$ cat config.mk
export PLATFORM = sky130hd
export DESIGN_NAME = irc_ctrl
export DESIGN_NICKNAME = d
export VERILOG_FILES = /design/src/irc_pkg.sv /design/src/irc_ctrl.sv
export SDC_FILE = /design/constraint.sdc
export NUM_CORES = 1
export LEC_CHECK = 0
export BUFFER_PORTS_ARGS = -buffer_cell sky130_fd_sc_hd__buf_4
export CORE_AREA = 2 2 44 46
export CTS_CLUSTER_DIAMETER = 60
export DETAILED_ROUTE_END_ITERATION = 6
export DIE_AREA = 0 0 46 48
export PLACE_DENSITY = 0.74
export SLEW_MARGIN = 20
export SYNTH_ARGS = -nofsm -noshare
export SYNTH_HDL_FRONTEND = slang
export SYNTH_SLANG_ARGS = --single-unit
$ cat constraint.sdc
create_clock -name i_clk -period 1.7 [get_ports i_clk]
set_input_delay 0.17 -clock i_clk [delete_from_list [all_inputs] [get_ports i_clk]]
set_output_delay 0.17 -clock i_clk [all_outputs]
set_load 0.01 [all_outputs]
$ cat src/irc_pkg.sv
package irc_pkg;

    localparam int POS_W = 31;
    localparam int COV_W = 46;

    localparam logic [1:0] OP_ADD   = 2'd0;
    localparam logic [1:0] OP_QUERY = 2'd1;
    localparam logic [1:0] OP_CLEAR = 2'd2;

    localparam logic [1:0] LOC_INSIDE  = 2'd0;
    localparam logic [1:0] LOC_OUTSIDE = 2'd1;
    localparam logic [1:0] LOC_BORDER  = 2'd2;
    localparam logic [1:0] LOC_OFFCTG  = 2'd3;

    localparam logic [2:0] ST_OK       = 3'd0;
    localparam logic [2:0] ST_FLIPPED  = 3'd1;
    localparam logic [2:0] ST_ZERO     = 3'd2;
    localparam logic [2:0] ST_UNSORTED = 3'd3;
    localparam logic [2:0] ST_OVERLAP  = 3'd4;
    localparam logic [2:0] ST_ABUT     = 3'd5;
    localparam logic [2:0] ST_FULL     = 3'd6;
    localparam logic [2:0] ST_BADQ     = 3'd7;

    typedef enum logic [3:0] {
        S_IDLE,
        S_DISP,
        S_ADD_CHK,
        S_Q_FIRST,
        S_Q_LAST,
        S_UB,
        S_UB_CMP,
        S_LB,
        S_LB_CMP,
        S_Q_LI,
        S_Q_SI,
        S_OUT
    } t_state;

    typedef enum logic [2:0] {
        RD_ZERO,
        RD_LAST,
        RD_MID,
        RD_LI,
        RD_SI
    } t_rd_sel;

    typedef struct packed {
        logic       load;
        t_rd_sel    rd_sel;
        logic       res_set;
        logic [1:0] res_loc;
        logic [2:0] res_status;
        logic       write;
        logic       clear;
        logic       init_search;
        logic       ub_step;
        logic       ub_done;
        logic       lb_step;
        logic       latch_li;
        logic       publish;
    } t_cmd;

    typedef struct packed {
        logic [1:0] op;
        logic       flipped;
        logic       zero;
        logic       ctg_bad;
        logic       n_zero;
        logic       full;
        logic       unsorted;
        logic       overlap;
        logic       abut;
        logic       first_out;
        logic       last_out;
        logic       lo_lt_hi;
        logic       si_neg;
        logic       li_ge_n;
        logic       li_eq_si;
        logic       li_eq_si1;
        logic       ins_border;
        logic       gap_out;
        logic       out_free;
    } t_stat;

endpackage

$ cat src/irc_ctrl.sv
module irc_ctrl (
    input  logic           i_clk,
    input  logic           i_rst_n,
    input  logic           i_valid,
    output logic           o_stall,
    input  irc_pkg::t_stat i_stat,
    output irc_pkg::t_cmd  o_cmd
);

    irc_pkg::t_state r_state;
    irc_pkg::t_state n_state;

    always_ff @(posedge i_clk) begin
        if (!i_rst_n) begin
            r_state <= irc_pkg::S_IDLE;
        end else begin
            r_state <= n_state;
        end
    end

    always_comb begin
        n_state = r_state;
        o_cmd = '0;
        o_cmd.rd_sel = irc_pkg::RD_MID;
        o_stall = (r_state != irc_pkg::S_IDLE);
        case (r_state)
            irc_pkg::S_IDLE: begin
                if (i_valid) begin
                    o_cmd.load = 1'b1;
                    n_state = irc_pkg::S_DISP;
                end
            end
            irc_pkg::S_DISP: begin
                n_state = irc_pkg::S_OUT;
                o_cmd.res_set = 1'b1;
                o_cmd.res_loc = irc_pkg::LOC_INSIDE;
                o_cmd.res_status = irc_pkg::ST_OK;
                case (i_stat.op)
                    irc_pkg::OP_ADD: begin
                        if (i_stat.flipped) begin
                            o_cmd.res_status = irc_pkg::ST_FLIPPED;
                        end else if (i_stat.zero) begin
                            o_cmd.res_status = irc_pkg::ST_ZERO;
                        end else if (i_stat.ctg_bad) begin
                            o_cmd.res_status = irc_pkg::ST_FULL;
                        end else if (!i_stat.n_zero) begin
                            o_cmd.res_set = 1'b0;
                            o_cmd.rd_sel = irc_pkg::RD_LAST;
                            n_state = irc_pkg::S_ADD_CHK;
                        end else begin
                            o_cmd.write = 1'b1;
                        end
                    end
                    irc_pkg::OP_QUERY: begin
                        if (i_stat.flipped) begin
                            o_cmd.res_status = irc_pkg::ST_BADQ;
                        end else if (i_stat.ctg_bad || i_stat.n_zero) begin
                            o_cmd.res_loc = irc_pkg::LOC_OFFCTG;
                        end else begin
                            o_cmd.res_set = 1'b0;
                            o_cmd.rd_sel = irc_pkg::RD_ZERO;
                            n_state = irc_pkg::S_Q_FIRST;
                        end
                    end
                    irc_pkg::OP_CLEAR: begin
                        o_cmd.clear = 1'b1;
                    end
                    default: begin
                        o_cmd.res_status = irc_pkg::ST_BADQ;
                    end
                endcase
            end
            irc_pkg::S_ADD_CHK: begin
                n_state = irc_pkg::S_OUT;
                o_cmd.res_set = 1'b1;
                if (i_stat.unsorted) begin
                    o_cmd.res_status = irc_pkg::ST_UNSORTED;
                end else if (i_stat.overlap) begin
                    o_cmd.res_status = irc_pkg::ST_OVERLAP;
                end else if (i_stat.full) begin
                    o_cmd.res_status = irc_pkg::ST_FULL;
                end else begin
                    o_cmd.write = 1'b1;
                    o_cmd.res_status = i_stat.abut ? irc_pkg::ST_ABUT : irc_pkg::ST_OK;
                end
            end
            irc_pkg::S_Q_FIRST: begin
                if (i_stat.first_out) begin
                    o_cmd.res_set = 1'b1;
                    o_cmd.res_loc = irc_pkg::LOC_OUTSIDE;
                    n_state = irc_pkg::S_OUT;
                end else begin
                    o_cmd.rd_sel = irc_pkg::RD_LAST;
                    n_state = irc_pkg::S_Q_LAST;
                end
            end
            irc_pkg::S_Q_LAST: begin
                if (i_stat.last_out) begin
                    o_cmd.res_set = 1'b1;
                    o_cmd.res_loc = irc_pkg::LOC_OUTSIDE;
                    n_state = irc_pkg::S_OUT;
                end else begin
                    o_cmd.init_search = 1'b1;
                    n_state = irc_pkg::S_UB;
                end
            end
            irc_pkg::S_UB: begin
                if (i_stat.lo_lt_hi) begin
                    n_state = irc_pkg::S_UB_CMP;
                end else begin
                    o_cmd.ub_done = 1'b1;
                    n_state = irc_pkg::S_LB;
                end
            end
            irc_pkg::S_UB_CMP: begin
                o_cmd.ub_step = 1'b1;
                n_state = irc_pkg::S_UB;
            end
            irc_pkg::S_LB: begin
                if (i_stat.lo_lt_hi) begin
                    n_state = irc_pkg::S_LB_CMP;
                end else if (i_stat.si_neg || i_stat.li_ge_n
                             || !(i_stat.li_eq_si || i_stat.li_eq_si1)) begin
                    o_cmd.res_set = 1'b1;
                    o_cmd.res_loc = irc_pkg::LOC_BORDER;
                    n_state = irc_pkg::S_OUT;
                end else begin
                    o_cmd.rd_sel = irc_pkg::RD_LI;
                    n_state = irc_pkg::S_Q_LI;
                end
            end
            irc_pkg::S_LB_CMP: begin
                o_cmd.lb_step = 1'b1;
                n_state = irc_pkg::S_LB;
            end
            irc_pkg::S_Q_LI: begin
                if (i_stat.li_eq_si) begin
                    o_cmd.res_set = 1'b1;
                    o_cmd.res_loc = i_stat.ins_border ? irc_pkg::LOC_BORDER
                                                      : irc_pkg::LOC_INSIDE;
                    n_state = irc_pkg::S_OUT;
                end else begin
                    o_cmd.latch_li = 1'b1;
                    o_cmd.rd_sel = irc_pkg::RD_SI;
                    n_state = irc_pkg::S_Q_SI;
                end
            end
            irc_pkg::S_Q_SI: begin
                o_cmd.res_set = 1'b1;
                o_cmd.res_loc = i_stat.gap_out ? irc_pkg::LOC_OUTSIDE
                                               : irc_pkg::LOC_BORDER;
                n_state = irc_pkg::S_OUT;
            end
            irc_pkg::S_OUT: begin
                if (i_stat.out_free) begin
                    o_cmd.publish = 1'b1;
                    n_state = irc_pkg::S_IDLE;
                end
            end
            default: begin
                n_state = irc_pkg::S_IDLE;
            end
        endcase
    end

endmodule

==> impl_metrics.json, run 1 <==
{
  "status": "finished, violations left",
  "failed_checks": "setup timing",
  "synth-edff-count": 0,
  "synth_nets": 128,
  "initial_core_util_pct": 41.70,
  "synth_xor_area_share_pct": 0,
  "portBuffers": 41,
  "layout-drive-gt1-share_pct": 47.10,
  "synthCells": 105,
  "dr.pass1.iters": 4,
  "cts_buffers": 3,
  "htree_levels": 1,
  "cts_buffer_depth": 2,
  "max_freq_ghz": 0.5494,
  "globalRouteTotalUtil_pct": 24.42,
  "ios": 42,
  "fin_nets": 180,
  "syn_avg_cell_area_um2": 6.709,
  "n_antenna_cell": 0,
  "end_kind": "primary output",
  "required_ns": 1.53,
  "synth_fa_ha_area_share_pct": 0,
  "synth_compound_area_share_pct": 31.62,
  "period_needed_ns": 1.820,
  "largest_reg_flops": 4,
  "synth_seq_area_share_pct": 11.37,
  "antenna_left": 0,
  "period_share_pct": 107.1,
  "overflow": 0,
  "path_class": "flop to primary output",
  "powerDensity_nw_per_um2": 1458,
  "max-slew-margin-rel_pct": 74.30,
  "swShare_pct": 47.07,
  "num_vias": 1057,
  "synthSimpleGateAreaFrac_pct": 47.25,
  "ir_worst_vdd_uv": 956.3,
  "netlist_area_um2": 704.4,
  "avgViaCountPerCell": 6.145,
  "clock-sinks": 4,
  "hold_viol": 0,
  "p_comb_share_pct": 80.4,
  "worst_pin_slew_ns": 0.3841,
  "async_flop_share_pct": 0,
  "synth_flop_cell": "dfxtp_1",
  "core_area_um2": 1689,
  "cts_tree": "built",
  "hold_slack_ns": 0.1629,
  "dp.cells": 166,
  "grt.busiest_layer": "met2",
  "wl_um": 2774,
  "grt_pass1_wl_um": 3870,
  "setup_viol": 6,
  "p_clk_share_pct": 7.5,
  "clockRootBuffer": "clkbuf_4",
  "synth_seq_cells": 4,
  "antenna_found_initial": 0,
  "synth_top_family_by_area": "simple AND/OR/NAND/NOR gates",
  "areaGrowthSynthToFinish_pct": 66.79,
  "synth.distinct_cells": 42,
  "die_height_um": 48,
  "met3_usage_pct": 3.396,
  "wl_per_cell_um": 16.13,
  "clk_pin_slew_ns": 0.04,
  "grt_pass1_vias": 915,
  "dieArea_um2": 2208,
  "die_w_um": 46,
  "p_leak_uw": 0.0005223,
  "place_congestion": 0.9020,
  "arrival_ns": 1.65,
  "fp-row-count": 15,
  "p_switching_uw": 806.3,
  "stdcell_count": 172,
  "start_kind": "flop",
  "finClkSkew_ns": 0.004588,
  "grtUsageMet2_pct": 48.89,
  "largestRegisters": "r_state (4)",
  "clock_latency_ns": 0.24,
  "fin_ws_ns": -0.1200,
  "cts_hold_buf": 0,
  "drc": 0,
  "worstPathMaxFanout": 6,
  "ys_warn_count": 0,
  "pwr-share-seq_pct": 12.1,
  "grt_max_degree": 15,
  "drt_iter0_markers": 44,
  "r2r_slack_ns": 0.06,
  "power.internal_uw": 906.5,
  "slew_viol_final": 0,
  "hp-class": "input port to flop",
  "largest-register": "r_state",
  "rsz0062_at_grt": "yes",
  "drv_cap": 0,
  "met1_usage_pct": 25.56,
  "dp_hpwl_um": 2066,
  "muxShareOfSynthArea_pct": 1.421
}
[worst max-delay path, cell delays in order, from the launching register on]
cell	delay, ns
dfxtp_2	0.34
or4b_4	0.55
a31oi_4	0.18
a31oi_2	0.07
nand4b_1	0.14
buf_4	0.13
[per-stage QoR]
| stage | TNS [ns] | utilization [%] | setup WS (ns) | power (uW) | area [um2] |
|---|---|---|---|---|---|
| floorplan | 0 | - | 0.1144 | 901.3 | 704.4 |
| global placement | 0 | 63.26 | 0.09295 | 1386 | 1069 |
| detailed placement | 0 | 63.26 | 0.08111 | 1396 | 1069 |
| CTS | -0.3742 | 66.89 | -0.1115 | 1599 | 1130 |
| global route | -0.9619 | 69.56 | -0.1698 | 1826 | 1175 |
| finish | -0.4978 | 69.56 | -0.1200 | 1713 | 1175 |
[path summary, 6_finish.rpt]
kind | startpoint | to | depth (start not counted)
worst max register to register | r_state[0] | r_state[0] | 5
worst max-delay path | r_state[1] | o_cmd[15] | 5
worst min register to register | r_state[1] | r_state[1] | 2
worst min-delay path | i_rst_n | r_state[0] | 2
[synthesized netlist by cell type (2+ instances only)]
cell type  number  share of area (%)
a21o_1          2                2.1
or4_1           3                3.2
nor2b_1         2                1.8
o31ai_1         2                2.1
o22ai_1         2                1.8
nand4b_1        4                5.0
nor2_1         11                5.9
buf_2           5                3.6
nand2b_1        4                3.6
o31a_1          2                2.5
nor3b_1         3                3.2
dfxtp_1         4                 11
nor3_1          7                5.0
o21ai_0         6                4.3
nor4_1          2                1.8
a21oi_1         9                6.4
nand4_1         2                1.8
and3_1          2                1.8
nand3_1         2                1.4
nand2_1         5                2.7
inv_1           3                1.6
a31oi_1         3                2.7
[cell families (layout without fill, tap and decap cells)]
kind of cell           Yosys count  in the layout
muxes                            1              1
AOI/OAI and AO/OA               34             34
DFF                              4              4
and+or+nand+nor                 55             55
buffers and inverters           11             61
[metal layers]
layer	part of all wire, %	up-vias
met5	0	-
met4	0.97	0
met3	6.0	4
met2	56	48
met1	37	494
li1	-	511
[cell type report]
type	count	area [um2]
clock buffer	3	22.52
multi-input combinational	90	618.1
fill	139	514.2
sequential	4	85.08
timing repair buffer	55	416.7
inverter	3	11.26
tap	17	21.27
[placed cells by master (no fill, tap or decap), types with 2 or more instances in the layout]
master    netlist  final
o31ai_1         2      2
nand2_1         5      4
or4_1           3      3
o21ai_0         6      5
a21oi_1         9      9
buf_4           1     54
clkbuf_4        0      3
nor3_1          7      6
o31a_1          2      2
nand4_1         2      2
nor2_1         11     11
nand4b_1        4      4
dfxtp_2         0      4
nor4_1          2      2
inv_1           3      3
nor3b_1         3      2
nand2b_1        4      4
nor2b_1         2      2
nand3_1         2      2
a21o_1          2      2
o22ai_1         2      2
and3_1          2      2
[power groups by stage]
| stage | registers [uW] | logic, uW | clock network, uW |
|---|---|---|---|
| after floorplan | 172 | 730 | 0 |
| after global placement | 186 | 1200 | 0 |
| after detailed placement | 190 | 1210 | 0 |
| after CTS | 197 | 1270 | 129 |
| after global routing | 217 | 1480 | 130 |
| final | 208 | 1380 | 128 |
[timing repair]
| item | in CTS | in global routing |
|---|---|---|
| endpoints found under the setup margin | 9 | 11 |
| pin swaps | 1 | 2 |
| buffers inserted | 1 | 2 |
| resized for setup | 10 | 5 |
Note: power is estimated with default switching activity, not from simulation.
==> inputs of run 2 (changes only) <==
--- a/config.mk
+++ b/config.mk
@@ -10,7 +10,7 @@
 export CTS_CLUSTER_DIAMETER = 60
 export DETAILED_ROUTE_END_ITERATION = 6
 export DIE_AREA = 0 0 46 48
-export PLACE_DENSITY = 0.74
+export PLACE_DENSITY = 0.76
 export SLEW_MARGIN = 20
 export SYNTH_ARGS = -nofsm -noshare
 export SYNTH_HDL_FRONTEND = slang
==> impl_metrics.json, run 2 (synthesis gave the netlist of run 1 again) <==
{
  "period_share_pct": 108.7,
  "wl_per_cell_um": 15.07,
  "clockRootBuffer": "clkbuf_4",
  "met3_usage_pct": 0.7547,
  "largest_reg_flops": 4,
  "clock_latency_ns": 0.23,
  "overflow": 0,
  "cts_buffers": 3,
  "drc": 0,
  "htree_levels": 1,
  "grt_pass1_vias": 899,
  "initial_core_util_pct": 41.70,
  "die_w_um": 46,
  "cts_hold_buf": 0,
  "slowest_stage": "or4b_4",
  "num_vias": 1057,
  "setup_viol": 6,
  "n_antenna_cell": 0,
  "dp_hpwl_um": 1978,
  "period_needed_ns": 1.848,
  "antenna_left": 0,
  "grt.busiest_layer": "met2",
  "status": "finished, violations left",
  "path_class": "flop to primary output",
  "fp-row-count": 15,
  "fin_ws_ns": -0.1480,
  "cts_tree": "built",
  "nFillCells": 134,
  "hold_slack_ns": 0.1892,
  "arrival_ns": 1.68,
  "clk_pin_slew_ns": 0.03,
  "met1_usage_pct": 25.78,
  "slowest_delay_ns": 0.58,
  "hold_viol": 0,
  "antenna_found_initial": 0,
  "finClkSkew_ns": 0.001757,
  "grtUsageMet2_pct": 46.11,
  "wl_um": 2638,
  "powerDensity_nw_per_um2": 1456,
  "largest-register": "r_state",
  "avgViaCountPerCell": 6.040,
  "tns_ns": -0.6192,
  "power_uw": 1771,
  "core_area_um2": 1689,
  "failed_checks": "setup timing",
  "max_freq_ghz": 0.5411,
  "die_height_um": 48,
  "cts_buffer_depth": 2,
  "hp-class": "input port to flop",
  "globalRouteTotalUtil_pct": 22.95,
  "place_congestion": 0.9538,
  "crit_chain": "or4b_4, a31oi_4, a31oi_2, nand4b_1, buf_4",
  "required_ns": 1.53,
  "final_cell_mix": "55 x buf_4, 10 x nor2_1, 8 x a21oi_1",
  "layout_commonest_cell": "buf_4",
  "largestRegisters": "r_state (4)",
  "ios": 42,
  "slew_viol_final": 0,
  "p_leak_uw": 0.0005332,
  "grt_pass1_wl_um": 3719,
  "fin_nets": 183,
  "drt_iter0_markers": 23,
  "dr.pass1.iters": 4,
  "dieArea_um2": 2208,
  "worst_pin_slew_ns": 0.3602,
  "start_kind": "flop",
  "ir_worst_vdd_uv": 1198,
  "drv_cap": 0,
  "finalInstanceArea_um2": 1216,
  "worstPathMaxFanout": 7,
  "end_kind": "primary output",
  "placed_area_um2": 1084,
  "areaGrowthSynthToFinish_pct": 72.65,
  "grt_max_degree": 10,
  "clock-sinks": 4,
  "portBuffers": 41,
  "max-slew-margin-rel_pct": 75.77,
  "layout-drive-gt1-share_pct": 48.73,
  "rsz0062_at_grt": "yes"
}
run 2: changes by cell type in the layout (fill, tap and decap cells not counted), sizes merged:
cell and delta:
buf +3
run 2: timing repair:
item                                    4_1_cts  5_1_grt
endpoints found under the setup margin        9        9
pin swaps                                     3        6
gates resized for setup                      15        7
buffers inserted                              2        2
cloned                                        0        0
run 2: critical path, delay by kind of cell, from the launching register on:
family	cells	cell delay (ns)
buffers and inverters	1	0.13
AND/OR/NAND/NOR	2	0.70
AO/OA/AOI/OAI	2	0.26
flip-flops	1	0.36
run 2: final cells by class:
type | instances | area, um2 | area share, %
clock buffer | 3 | 22.52 | 1.852
inverter | 3 | 11.26 | 0.9259
multi-input combinational | 90 | 621.8 | 51.13
sequential | 4 | 92.59 | 7.613
tap | 17 | 21.27 | 1.749
timing repair buffer | 58 | 446.7 | 36.73
run 2: worst paths after layout:
| kind | endpoint | start | slack [ns] | depth (start not counted) |
|---|---|---|---|---|
| setup / recovery | o_cmd[15] | r_state[3] | -0.15 | 5 |
| hold / removal | r_state[0] | i_rst_n | 0.19 | 2 |
| hold reg to reg | r_state[3] | r_state[2] | 0.71 | 3 |
| setup reg to reg | r_state[0] | r_state[1] | 0.09 | 5 |
run 2: metrics by stage:
| step | util, % | cells | setup slack, ns |
|---|---|---|---|
| 2_1_floorplan | - | 105 | 0.1144 |
| 3_3_place_gp | 64.15 | 168 | 0.04693 |
| 3_5_place_dp | 64.15 | 168 | 0.05793 |
| 4_1_cts | 69.41 | 173 | -0.1253 |
| 5_1_grt | 72.00 | 175 | -0.1866 |
| 6_report | 72.00 | 175 | -0.1480 |
run 2: power by group:
| part | switching, uW | internal [uW] | total [uW] |
|---|---|---|---|
| Clock | 34.1 | 78.6 | 113 |
| Combinational | 700 | 727 | 1430 |
| Sequential | 75.5 | 156 | 232 |
run 2: layer usage:
metal  vias up  wire, um  share of wire, %
met3         0       185               7.0
met4         0         0                 0
met1       485      1040                39
met5         -         0                 0
li1        519         -                 -
met2        53      1412                54
